### config.mk
export PLATFORM = sky130hd
export DESIGN_NAME = iee_ctrl
export DESIGN_NICKNAME = d
export VERILOG_FILES = /design/src/iee_pkg.sv /design/src/iee_ctrl.sv
export SDC_FILE = /design/constraint.sdc
export NUM_CORES = 1
export LEC_CHECK = 0
export BUFFER_PORTS_ARGS = -buffer_cell sky130_fd_sc_hd__buf_4
export CAP_MARGIN = 0
export CORE_MARGIN = 8
export CORE_UTILIZATION = 50
export DETAILED_ROUTE_END_ITERATION = 16
export PLACE_DENSITY_LB_ADDON = 0.05
export SYNTH_ARGS = -nofsm -noshare
export SYNTH_HDL_FRONTEND = slang
export SYNTH_SLANG_ARGS = --single-unit
### constraint.sdc
create_clock -name clk -period 2.7 [get_ports clk]
set_clock_uncertainty 0.05 [all_clocks]
set_input_delay 0.135 -clock clk [delete_from_list [all_inputs] [get_ports clk]]
set_output_delay 0.135 -clock clk [all_outputs]
set_load 0.005 [all_outputs]
### src/iee_pkg.sv
`default_nettype none
package iee_pkg;

  localparam int DEF_STACK_DEPTH = 32;

  localparam logic [2:0] OP_PAREN = 3'd0;
  localparam logic [2:0] OP_ADD   = 3'd1;
  localparam logic [2:0] OP_SUB   = 3'd2;
  localparam logic [2:0] OP_MUL   = 3'd3;
  localparam logic [2:0] OP_DIV   = 3'd4;
  localparam logic [2:0] OP_MOD   = 3'd5;

  localparam logic [7:0] CH_LPAREN = 8'h28;
  localparam logic [7:0] CH_RPAREN = 8'h29;
  localparam logic [7:0] CH_STAR   = 8'h2A;
  localparam logic [7:0] CH_PLUS   = 8'h2B;
  localparam logic [7:0] CH_MINUS  = 8'h2D;
  localparam logic [7:0] CH_SLASH  = 8'h2F;
  localparam logic [7:0] CH_PCT    = 8'h25;
  localparam logic [7:0] CH_ZERO   = 8'h30;
  localparam logic [7:0] CH_NINE   = 8'h39;

  localparam logic [1:0] ST_OK       = 2'd0;
  localparam logic [1:0] ST_DIV_ZERO = 2'd1;
  localparam logic [1:0] ST_OVERFLOW = 2'd2;
  localparam logic [1:0] ST_EMPTY    = 2'd3;

  typedef enum logic [2:0] {
    CLS_DIGIT,
    CLS_LPAREN,
    CLS_RPAREN,
    CLS_OP,
    CLS_OTHER
  } cls_t;

  typedef struct packed {
    logic [7:0] char_code;
    logic       end_of_expression;
  } in_word_t;

  typedef struct packed {
    logic signed [63:0] value;
    logic [1:0]         status;
  } out_word_t;

  typedef struct packed {
    logic latch;
    logic digit;
    logic end_num;
    logic push_op;
    logic pop_op;
    logic rd_op;
    logic rd_b;
    logic rd_a;
    logic cap_b;
    logic cap_a;
    logic alu_start;
    logic wb;
    logic rd_top;
    logic out_load;
    logic clear;
  } cmd_t;

  typedef struct packed {
    cls_t cls;
    logic last;
    logic nc_ge2;
    logic nc_nz;
    logic opc_nz;
    logic top_is_paren;
    logic top_prec_ge;
    logic alu_done;
    logic out_busy;
  } stat_t;

  function automatic logic [1:0] prec(input logic [2:0] op);
    logic [1:0] p;
    p = 2'd0;
    if (op == OP_ADD || op == OP_SUB) p = 2'd1;
    if (op == OP_MUL || op == OP_DIV || op == OP_MOD) p = 2'd2;
    return p;
  endfunction

endpackage
`default_nettype wire

### src/iee_ctrl.sv
`default_nettype none
module iee_ctrl (
  input  wire logic           clk,
  input  wire logic           rst,
  input  wire logic           char_valid,
  output logic                char_ready,
  input  wire iee_pkg::stat_t stat,
  output iee_pkg::cmd_t       cmd
);
  import iee_pkg::*;

  typedef enum logic [3:0] {
    S_IDLE, S_DISPATCH, S_FIN_END, S_OPRD, S_OPCHK, S_RDB, S_RDA, S_CAPA,
    S_EXEC, S_WAIT, S_WB, S_LOOPEND, S_PRD, S_PCHK, S_TOPRD, S_OUTLD
  } state_t;

  typedef enum logic [1:0] {M_PREC, M_ALL, M_FINAL} mode_t;

  state_t state, state_next;
  mode_t  mode, mode_next;

  assign char_ready = (state == S_IDLE);

  always_comb begin
    cmd        = '0;
    state_next = state;
    mode_next  = mode;
    unique case (state)
      S_IDLE: begin
        if (char_valid) begin
          cmd.latch  = 1'b1;
          state_next = S_DISPATCH;
        end
      end
      S_DISPATCH: begin
        if (stat.cls == CLS_DIGIT) begin
          cmd.digit  = 1'b1;
          state_next = stat.last ? S_FIN_END : S_IDLE;
        end else begin
          cmd.end_num = 1'b1;
          unique case (stat.cls)
            CLS_LPAREN: begin
              cmd.push_op = 1'b1;
              state_next  = stat.last ? S_FIN_END : S_IDLE;
            end
            CLS_OP: begin
              mode_next  = M_PREC;
              state_next = S_OPRD;
            end
            CLS_RPAREN: begin
              mode_next  = M_ALL;
              state_next = S_OPRD;
            end
            default: state_next = stat.last ? S_FIN_END : S_IDLE;
          endcase
        end
      end
      S_FIN_END: begin
        cmd.end_num = 1'b1;
        mode_next   = M_FINAL;
        state_next  = S_OPRD;
      end
      S_OPRD: begin
        if (stat.nc_ge2 && stat.opc_nz) begin
          cmd.rd_op  = 1'b1;
          state_next = S_OPCHK;
        end else begin
          state_next = S_LOOPEND;
        end
      end
      S_OPCHK: begin
        if (!stat.top_is_paren && (mode != M_PREC || stat.top_prec_ge))
          state_next = S_RDB;
        else
          state_next = S_LOOPEND;
      end
      S_RDB: begin
        cmd.rd_b   = 1'b1;
        state_next = S_RDA;
      end
      S_RDA: begin
        cmd.cap_b  = 1'b1;
        cmd.rd_a   = 1'b1;
        state_next = S_CAPA;
      end
      S_CAPA: begin
        cmd.cap_a  = 1'b1;
        state_next = S_EXEC;
      end
      S_EXEC: begin
        cmd.alu_start = 1'b1;
        state_next    = S_WAIT;
      end
      S_WAIT: begin
        if (stat.alu_done) state_next = S_WB;
      end
      S_WB: begin
        cmd.wb     = 1'b1;
        state_next = S_OPRD;
      end
      S_LOOPEND: begin
        unique case (mode)
          M_PREC: begin
            cmd.push_op = 1'b1;
            state_next  = stat.last ? S_FIN_END : S_IDLE;
          end
          M_ALL:   state_next = S_PRD;
          default: state_next = S_TOPRD;
        endcase
      end
      S_PRD: begin
        if (stat.opc_nz) begin
          cmd.rd_op  = 1'b1;
          state_next = S_PCHK;
        end else begin
          state_next = stat.last ? S_FIN_END : S_IDLE;
        end
      end
      S_PCHK: begin
        if (stat.top_is_paren) cmd.pop_op = 1'b1;
        state_next = stat.last ? S_FIN_END : S_IDLE;
      end
      S_TOPRD: begin
        cmd.rd_top = 1'b1;
        state_next = S_OUTLD;
      end
      S_OUTLD: begin
        if (!stat.out_busy) begin
          cmd.out_load = 1'b1;
          cmd.clear    = 1'b1;
          state_next   = S_IDLE;
        end
      end
      default: state_next = S_IDLE;
    endcase
  end

  always_ff @(posedge clk) begin
    if (rst) begin
      state <= S_IDLE;
      mode  <= M_PREC;
    end else begin
      state <= state_next;
      mode  <= mode_next;
    end
  end
endmodule
`default_nettype wire

; Word level (Yosys, flattened, before mapping)
; Index checks and enable logic that the tools add are counted.
; W data, S select, Z words.
[totals]
reg_bits = 6
latch_bits = 0
ramBits = 0
romBits = 0
inputBits = 14
out_inout_bits = 16
word_cells = 75
n_memories = 0
[op_classes]
addsub = 0
mul = 0
div = 0
order_cmp = 0
n_eq_ne = 24
shift = 0
muxes = 36
n_bitwise = 0
reduce_logical = 13
[op_table]
columns = op, count
row1 = $pmux W4 S15, 1
row2 = $eq A4 B4 Y1 const B, 8
row3 = $mux W4, 7
row4 = $eq A4 B3 Y1 const B, 4
row5 = $mux W1, 15
row6 = $mux W2, 7
row7 = $eq A4 B2 Y1 const B, 2
row8 = $ne A2 B2 Y1 const B, 4
row9 = $pmux W2 S2, 2
row10 = $pmux W4 S2, 1
row11 = $eq A3 B2 Y1 const B, 2
row12 = $pmux W1 S2, 3
row13 = $reduce_and A3 Y1, 2
row14 = $eq A4 B1 Y1 const B, 1
row15 = $logic_not A4 Y1, 1
row16 = $reduce_bool A2 Y1, 2
row17 = $reduce_or A2 Y1, 2
row18 = $eq A3 B1 Y1 const B, 1
row19 = $logic_not A3 Y1, 1
row20 = $ne A3 B1 Y1 const B, 1
row21 = $eq A2 B1 Y1 const B, 1
row22 = $logic_and A1 B1 Y1, 2
row23 = $logic_not A2 Y1, 1
row24 = $logic_not A1 Y1, 1
row25 = $logic_or A1 B1 Y1, 1

; Longest topological paths before layout
[depth]
ltp_word = 5
depth_mapped = 6

; Worst setup path after synthesis
; No wires, ideal clock.
[synth_path]
kind = flip-flop to output port
start = register state[3]
end = output cmd[14] (netlist name)
arrival_time_ns = 1.153
required_time_ns = 2.515
setup_slack_ns = 1.362
stages_incl_launch_ff = 5
path_buffers = 2
cell_sequence = dfxtp_1 -> buf_6 -> buf_2 -> nor4_2 -> and2_1
[synth_rtl]
columns = item, line
row1 = start: declaration, iee_ctrl.sv:19  ; state_t state, state_next;
row2 = start signal: assignment, iee_ctrl.sv:143  ; state <= state_next;
row3 = end: declaration, iee_ctrl.sv:8  ; output iee_pkg::cmd_t cmd

==> flow_summary.json <==
{
  "rr_worst_depth": 4,
  "post_cts_setup_buffer_count": 0,
  "routed.top_layer": "met3",
  "worst-endpoint-arrival_ns": 1.72,
  "dpl_cell_area_sq_um": 886,
  "cts_num_sinks": 6,
  "grt_max_degree": 24,
  "avgRoutedWirePerCell_um": 13.7,
  "totalPowerFinal_mw": 0.268,
  "postLayoutCoreUtil_pct": 68.9,
  "final_nets": 143,
  "final.min_clock_period_ns": 1.91,
  "startpoint": "state[3]$_SDFFE_PP0P_",
  "final_max_slew_viol_count": 0,
  "detailedPlace.worstSlack_ns": 0.935,
  "fin_ws_ns": 0.791,
  "cts_made_buffers": 3,
  "first_global_vias": 752,
  "path_max_fanout": 19,
  "route.vias.total": 818,
  "post_synthesis_async_set_or_reset_flop_share_pct": 0,
  "worst_hold_slack_ns": 0.0506,
  "worst-r2r-setup-slack_ns": 0.96,
  "number_of_flops_mapped_to_enable_cells_by_yosys": 0,
  "post_synthesis_share_of_cell_area_spent_on_xor_and_xnor_gates_pct": 0,
  "rows": 13,
  "postRouteWirelength_um": 1940,
  "synth_sequential_area_ratio_pct": 16.7,
  "placement.io_buffers": 28,
  "timing.rr.end": "state[1]$_SDFFE_PP0P_",
  "grt_setup_unrepaired": "false",
  "max_freq_ghz": 0.524,
  "ant_nets_after_route": 0,
  "htree_levels": 1,
  "grt_antenna_before_repair": 0,
  "route.met2.wl_um": 963,
  "synth_adder_area_share_pct": 0,
  "min_delay_path_depth": 2,
  "syn_area_per_cell_sq_um": 6.86,
  "worstPathRequired_ns": 2.52,
  "clk_latency_ns": 0.24,
  "die_width_um": 54.0,
  "final.period_utilization_pct": 70.7,
  "grt_first_pass_wirelength_um": 3190,
  "dr_wl_met3_um": 146,
  "power_leakage_nw": 0.380,
  "antenna_cells": 0,
  "timing.critical_path.buf_inv": 2,
  "floorplan.initialDensity_pct": 54.7,
  "tritoncts": "built",
  "synth_cells": 105,
  "cpMaxStageDelayCell": "dfxtp_1",
  "place.detailed.hpwl_um": 1520,
  "report.final.hold_viol_count": 0,
  "finish.instance_area_sq_um": 908,
  "n_fill_cell": 135,
  "synth.ff_latch_count": 6,
  "final_layout_size_suffix_gt1_share_pct": 28.3,
  "mostFrequentLayoutCell": "buf_4",
  "gr-total-overflow": 0,
  "cp_cell_sequence": "nor4bb_1 > a41oi_1 > nand2b_1 > inv_1 > buf_4",
  "setup.worst_path.end_class": "output port",
  "synth_simple_gate_area_share_pct": 37.8,
  "synth_top_family_by_area": "simple AND/OR/NAND/NOR gates",
  "placed_cells_incl_taps": 139,
  "cellPowerDensity_nw_per_um2": 295,
  "startpoint_type": "flop",
  "clkTransAtPathRegs_ns": 0.04,
  "holdCritPathClass": "in -> reg",
  "run_status": "finished clean",
  "gp_routability_congestion": 0.911,
  "most_used_cells_in_the_layout_excluding_fill_and_tap_cells": "buf_4 (28), nor2_1 (12), nand2_1 (9)",
  "area_growth_pct": 26.0,
  "timing.hold.worst.start": "rst",
  "timing_worst_slew_pin_value_ns": 0.710,
  "worst_r2r_startpoint": "state[0]$_SDFFE_PP0P_",
  "max-clock-path-buffers": 2,
  "worst_hold_path.endpoint": "state[0]$_SDFFE_PP0P_",
  "final_cell_count_no_fill": 142,
  "synth_nets": 119,
  "chipHeight_um": 54.0,
  "syn-cell-area_sq_um": 721,
  "synth_top_flop_cell": "dfxtp_1",
  "synth_cell_type_count": 41,
  "final_number_of_setup_violating_endpoints": 0,
  "share_of_the_synthesized_area_in_compound_gates_ao_oa_aoi_oai_pct": 33.5,
  "max-slew-margin-rel_pct": 52.6,
  "critical-path-max-stage-delay_ns": 0.69,
  "wl_met1_um": 833,
  "firstDrtPassIters": 4,
  "ir_drop_mv": 0.430,
  "via_per_instance_ratio": 5.76,
  "ys_warn_count": 0,
  "first_iter_violations": 24,
  "floorplan.core_area_sq_um": 1320,
  "clockRootBuffer": "clkbuf_4",
  "grt.total_usage_pct": 14.2,
  "timing.max_cap.violations": 0,
  "drc": 0,
  "classification_of_the_worst_setup_path": "reg -> out",
  "muxShareOfSynthArea_pct": 0,
  "cts_resized": 0,
  "io_pins": 30,
  "totalNegativeSetupSlack_ns": 0,
  "critPathTopFamily": "flip-flops",
  "floorplan.die_area_sq_um": 2910,
  "holdBufCountCts": 0
}
-- power breakdown --
part / switching [mW] / leakage, nW / internal (mW)
combinational: 0.0376 / 0.318 / 0.0452
sequential: 0.0143 / 0.0488 / 0.0928
clock: 0.0279 / 0.0138 / 0.0500
total: 0.0798 / 0.380 / 0.188
-- kinds of logic after synthesis --
kind of cell,after synthesis
buffers and inverters,15
flip-flops,6
AND/OR/NAND/NOR,50
AO/OA/AOI/OAI,34
-- sequential cells by signal, summed over array words and instances, names as in the netlist --
signal,flops
mode,2
state,4
-- how the worst max path moves through the flow --
stage                                  endpoint  cells after the start
after floorplan                         cmd[14]                      4
after global placement    state[1]$_SDFFE_PP0P_                      4
after detailed placement  state[1]$_SDFFE_PP0P_                      4
after CTS                                cmd[9]                      5
after global routing                     cmd[9]                      5
final                                    cmd[9]                      5
-- synthesized netlist by cell type, types with 2 or more instances --
library cell  count  area (sq um)
nor2_1           12          45.0
nand2_1           9          33.8
a21oi_1           6          30.0
dfxtp_1           6           120
nand2b_1          6          37.5
buf_4             5          37.5
inv_1             5          18.8
o21ai_0           5          25.0
a21o_1            4          30.0
nor3_1            4          20.0
a31oi_1           3          18.8
buf_2             3          15.0
nor2b_1           3          18.8
a211o_1           2          17.5
a22oi_1           2          15.0
a41oi_1           2          17.5
and2_1            2          12.5
and2b_1           2          15.0
nor4_1            2          12.5
-- routing by layer --
metal | vias to the layer above | global-route usage, %
met5 | - | 0
met4 | 0 | 3.36
met3 | 0 | 4.68
met2 | 27 | 24.3
met1 | 372 | 16.6
li1 | 419 | -
-- final cells by class --
class / instances / area, sq um / share of cell area [%]
well taps: 15 / 18.8 / 2.07
repair buffers: 28 / 210 / 23.1
flip-flops and latches: 6 / 120 / 13.2
inverters: 6 / 22.5 / 2.48
multi-input cells: 84 / 514 / 56.6
clock buffers: 3 / 22.5 / 2.48
(Power assumes the default switching activity.)
